==> src/sv/case_fold_trie_lookup_defines.svh <==
// Assertion macros used by the case-fold lookup controller.
`ifndef CASE_FOLD_TRIE_LOOKUP_DEFINES_SVH
`define CASE_FOLD_TRIE_LOOKUP_DEFINES_SVH

`ifndef NO_ASSERTIONS
`define CFTL_ASSERT(lbl, clk, rst_n, prop) \
	lbl: assert property (@(posedge clk) disable iff (!rst_n) prop) \
		else $error("assertion failed");
`define CFTL_ASSERT_NEVER(lbl, clk, rst_n, expr) \
	lbl: assert property (@(posedge clk) disable iff (!rst_n) !(expr)) \
		else $error("forbidden condition seen");
`else
`define CFTL_ASSERT(lbl, clk, rst_n, prop)
`define CFTL_ASSERT_NEVER(lbl, clk, rst_n, expr)
`endif

`endif

==> src/sv/cftl_pkg.sv <==
// Shared constants, codes and controller/datapath interface types for the case-fold lookup.
package cftl_pkg;

	localparam int TRIE_WORDS = 4096;
	localparam int SEQ_WORDS  = 4096;
	localparam int TRIE_AW    = $clog2(TRIE_WORDS);
	localparam int SEQ_AW     = $clog2(SEQ_WORDS);

	localparam logic [15:0] NO_RECORD = 16'hFFFF;
	localparam logic [20:0] MAX_POINT = 21'h10FFFF;
	localparam logic [20:0] SURR_LO   = 21'h00D800;
	localparam logic [20:0] SURR_HI   = 21'h00DFFF;
	localparam logic [1:0]  LAST_LEVEL = 2'd3;

	typedef enum logic [1:0] {
		OP_WR_PLANE0 = 2'd0,
		OP_WR_PLANE1 = 2'd1,
		OP_WR_SEQ    = 2'd2,
		OP_FOLD      = 2'd3
	} opcode_t;

	typedef enum logic [1:0] {
		S_IDLE,
		S_WALK,
		S_SEQ,
		S_DONE
	} state_t;

	typedef struct packed {
		logic       write_en;
		logic       query_start;
		logic       walk_issue;
		logic       hit_load;
		logic       seq_issue;
		logic       seq_capture;
		logic       out_load;
		logic [1:0] level;
		logic [1:0] seq_cnt;
		logic [1:0] cap_idx;
	} cmd_t;

	typedef struct packed {
		logic       is_query;
		logic       walk_start;
		logic       rec_none;
		logic [2:0] seq_len;
	} status_t;

endpackage

==> src/sv/cftl_ctrl.sv <==
// Controller state machine that sequences table writes, trie walks and sequence copies.
`include "case_fold_trie_lookup_defines.svh"

module cftl_ctrl (
	input  logic             clk,
	input  logic             arst_n,
	input  logic             in_valid,
	input  logic             out_stall,
	input  cftl_pkg::status_t status,
	output logic             in_stall,
	output logic             out_valid,
	output cftl_pkg::cmd_t   cmd
);
	import cftl_pkg::*;

	state_t     state_q;
	state_t     state_nxt;
	logic [1:0] level_q;
	logic [2:0] cnt_q;
	logic       out_valid_q;
	logic       in_accept;

	assign in_accept = in_valid && !in_stall;
	assign out_valid = out_valid_q;

	always_comb begin
		state_nxt = state_q;
		case (state_q)
			S_IDLE: begin
				if (in_accept && status.is_query) begin
					state_nxt = status.walk_start ? S_WALK : S_DONE;
				end
			end
			S_WALK: begin
				if (status.rec_none) begin
					state_nxt = S_DONE;
				end else if (level_q == LAST_LEVEL) begin
					state_nxt = S_SEQ;
				end
			end
			S_SEQ: begin
				if (cnt_q == status.seq_len) begin
					state_nxt = S_DONE;
				end
			end
			S_DONE: begin
				if (!out_valid_q || !out_stall) begin
					state_nxt = S_IDLE;
				end
			end
			default: state_nxt = S_IDLE;
		endcase
	end

	always_comb begin
		in_stall        = (state_q != S_IDLE);
		cmd             = '0;
		cmd.level       = level_q;
		cmd.seq_cnt     = cnt_q[1:0];
		cmd.cap_idx     = 2'(cnt_q - 3'd1);
		case (state_q)
			S_IDLE: begin
				cmd.write_en    = in_valid && !status.is_query;
				cmd.query_start = in_valid && status.is_query;
			end
			S_WALK: begin
				cmd.walk_issue = !status.rec_none && (level_q != LAST_LEVEL);
				cmd.hit_load   = !status.rec_none && (level_q == LAST_LEVEL);
			end
			S_SEQ: begin
				cmd.seq_issue   = (cnt_q < status.seq_len);
				cmd.seq_capture = (cnt_q != 3'd0);
			end
			S_DONE: begin
				cmd.out_load = !out_valid_q || !out_stall;
			end
			default: begin
				cmd.out_load = 1'b0;
			end
		endcase
	end

	always_ff @(posedge clk or negedge arst_n) begin
		if (!arst_n) begin
			state_q     <= S_IDLE;
			level_q     <= 2'd0;
			cnt_q       <= 3'd0;
			out_valid_q <= 1'b0;
		end else begin
			state_q <= state_nxt;
			if (cmd.query_start) begin
				level_q <= 2'd0;
			end else if (cmd.walk_issue) begin
				level_q <= level_q + 2'd1;
			end
			if (cmd.hit_load) begin
				cnt_q <= 3'd0;
			end else if (state_q == S_SEQ && cnt_q != status.seq_len) begin
				cnt_q <= cnt_q + 3'd1;
			end
			if (cmd.out_load) begin
				out_valid_q <= 1'b1;
			end else if (!out_stall) begin
				out_valid_q <= 1'b0;
			end
		end
	end

	`CFTL_ASSERT(a_query_leaves_idle, clk, arst_n,
		(in_accept && status.is_query |=> state_q == S_WALK || state_q == S_DONE))
	`CFTL_ASSERT(a_hit_starts_copy, clk, arst_n,
		(cmd.hit_load |=> state_q == S_SEQ && cnt_q == 3'd0))
	`CFTL_ASSERT_NEVER(a_copy_in_range, clk, arst_n,
		state_q == S_SEQ && (cnt_q > status.seq_len || status.seq_len == 3'd0))

endmodule

==> config.mk <==
export PLATFORM = sky130hd
export DESIGN_NAME = cftl_ctrl
export DESIGN_NICKNAME = d
export VERILOG_FILES = /design/src/sv/cftl_pkg.sv /design/src/sv/cftl_ctrl.sv
export VERILOG_INCLUDE_DIRS = /design/src /design/src/sv
export SDC_FILE = /design/constraint.sdc
export NUM_CORES = 1
export LEC_CHECK = 0
export ABC_AREA = 1
export BUFFER_PORTS_ARGS = -buffer_cell sky130_fd_sc_hd__buf_2
export CAP_MARGIN = 10
export CORE_MARGIN = 3
export CORE_UTILIZATION = 50
export CTS_CLUSTER_DIAMETER = 120
export DETAILED_ROUTE_END_ITERATION = 10
export PLACE_DENSITY = 0.78
export SYNTH_ARGS = -nofsm -noshare
export SYNTH_HDL_FRONTEND = slang
export SYNTH_SLANG_ARGS = --single-unit
==> constraint.sdc <==
create_clock -name clk -period 2.3 [get_ports clk]
set_clock_uncertainty 0.05 [all_clocks]
set_input_delay 0.345 -clock clk [delete_from_list [all_inputs] [get_ports clk]]
set_output_delay 0.345 -clock clk [all_outputs]
set_load 0.02 [all_outputs]
==> results.ini <==
[setup_path]
crit_start=cnt_q[2]
start_kind=flip-flop
path_max_fanout=5
worst_ep_required_time_ns=1.90
arrival_ns=1.45
endpoint_kind=output pin
critPathKind=reg2out
r2r_cells=7
r2r-start=cnt_q[0]

[logic_synthesis]
synth_nets=108
yosys.area.top_type_share=0.297
ys_seq_area_frac=0.297
synth_warnings=0
netlist_area_um2=674
avgSynthCellArea_um2=7.66
yosys-top-cells-area=dfrtp_1, ha_1, nand2_1
synth_seq_cells=8
synth_cells=88
synth_cell_types=19
synth_top_area_cell=dfrtp_1

[die]
ios=25
die_h_um=42.7
core_area_um2=1190
die_x_um=42.7
fp-row-count=12
die_area_um2=1830
initial_utilization=0.569

[global_routing]
grt_pass1_wl_um=2260
antenna_found_initial=0
grt_pass1_vias=562
overflow=0
grt_max_degree=9
track_usage=0.165

[clock_tree]
cts_tree=done
cts_buffers=3
ctsResizeCount=0
h-tree-depth=1
clockBufferDepth=2
path_clk_slew_ns=0.06
clk_latency_ns=0.26
root_buffer=clkbuf_4
cts_sinks=8

[final_layout]
stdcell_area_um2=830
drive_gt1_frac=0.360
syn2layout_area_growth_pct=23.0
multi_input_comb_area_um2=392
seq_area_um2=200
final_nets=136
diodes=0
fillers=100

[run]
cap_violations=0

[detailed_routing]
vias=619
routed_via_density=4.84
remaining_drc_errors=0
wl_um=1390
dr.first_iter.drc_count=9
ant_nets=0
avgRoutedWirePerCell_um=10.9
drt_pass1_iterations=4

[timing]
fin_crit_ns=1.85
hold_viol_final=0
tightest_slew_ns=0.199
rsz0062_at_grt=no
setup_viol=0
setup_ws_ns=0.453
fmax_mhz=541
period_share=0.803
fin_tns_setup_ns=0
slew_violations=0
slew_headroom=0.867

[outcome]
status=completed

[min_path]
hp-start=out_stall
hp-class=in2reg
min_path_cells=3

[place]
io_buffers=24
dpl.hpwl_um=1180
gp_congestion=0.739
post-place-ws_ns=0.680
place_area_um2=797

[power_and_ir_drop]
power_density_nw_per_um2=1410
vdd_drop_max_uv=745
leakage_nw=0.535

==> cell usage in the layout (no fill, tap or decap), drive strengths merged <==
master       netlist  routed
clkbuf             0       3
ha                10      10
o211a              1       1
nand3             11      11
dlygate4sd3        0       1
nand2             23      23
o21ai              4       4
buf                2      24
a21boi             1       1
nor2               4       4
inv               18      18
nand4              1       1
o21bai             2       2
a21oi              2       2
dfrtp              8       8
or2                1       1
==> cells in the mapped netlist (all sizes together) <==
cell type / count
a21boi: 1
ha: 10
nand3: 11
nand2: 23
o21bai: 2
nand4: 1
dfrtp: 8
buf: 2
o211a: 1
or2: 1
inv: 18
o21ai: 4
a21oi: 2
nor2: 4
==> flip-flops by register name, indices dropped and copies added, names as in the netlist <==
signal / flops
cnt_q: 3
level_q: 2
state_q: 2
out_valid: 1
==> worst paths after layout <==
path / end / slack (ns)
max: cmd[8] / 0.45
max reg2reg: state_q[0] / 0.90
min: out_valid / 0.28
min in group asynchronous: cnt_q[1] / 0.42
max in group asynchronous: level_q[1] / 1.60
min reg2reg: out_valid / 0.46
==> worst max-delay path, stage by stage (launching register included) <==
cell and delay [ns]:
dfrtp_1 0.41, ha_1 0.34, a21oi_1 0.14, o211a_1 0.15
buf_2 0.15
==> final cells by class <==
class | instances | share of cell area
multi-input cells | 60 | 0.472
flip-flops and latches | 8 | 0.241
repair buffers | 25 | 0.157
inverters | 18 | 0.0814
clock buffers | 3 | 0.0271
well taps | 14 | 0.0211
==> layer usage <==
layer,track usage,up-vias,part of all wire
li1,-,331,-
met1,0.200,267,0.44
met2,0.260,21,0.49
met3,0.0763,0,0.073
met4,0.0435,0,0
met5,0,-,0
==> power by group <==
group | internal [mW] | switching (mW)
clock | 0.0599 | 0.0506
combinational | 0.287 | 0.495
sequential | 0.210 | 0.0640
total | 0.557 | 0.610
==> what timing repair did <==
item / CTS / global route
hold buffers: 1 / 0
hold endpoints to repair: 8 / 0
setup buffers: 0 / 0
==> through the flow <==
step | power, mW | instances | utilization | hold slack, ns
after CTS | 1.18 | 128 | 0.699 | 0.269
after global placement | 1.03 | 124 | 0.672 | 0.144
after global routing | 1.28 | 128 | 0.699 | 0.305
after floorplan | 0.865 | 88 | - | -0.000591
final | 1.17 | 128 | 0.699 | 0.276
after detailed placement | 1.06 | 124 | 0.672 | 0.151
==> cells by family after synthesis <==
logic type | count (synthesis) | share of synthesized area
AND/OR/NAND/NOR | 40 | 0.291
buffers and inverters | 20 | 0.122
AO/OA/AOI/OAI | 10 | 0.104
adder cells (fa/ha/maj) | 10 | 0.186
flip-flops | 8 | 0.297
(Power assumes the default switching activity.)
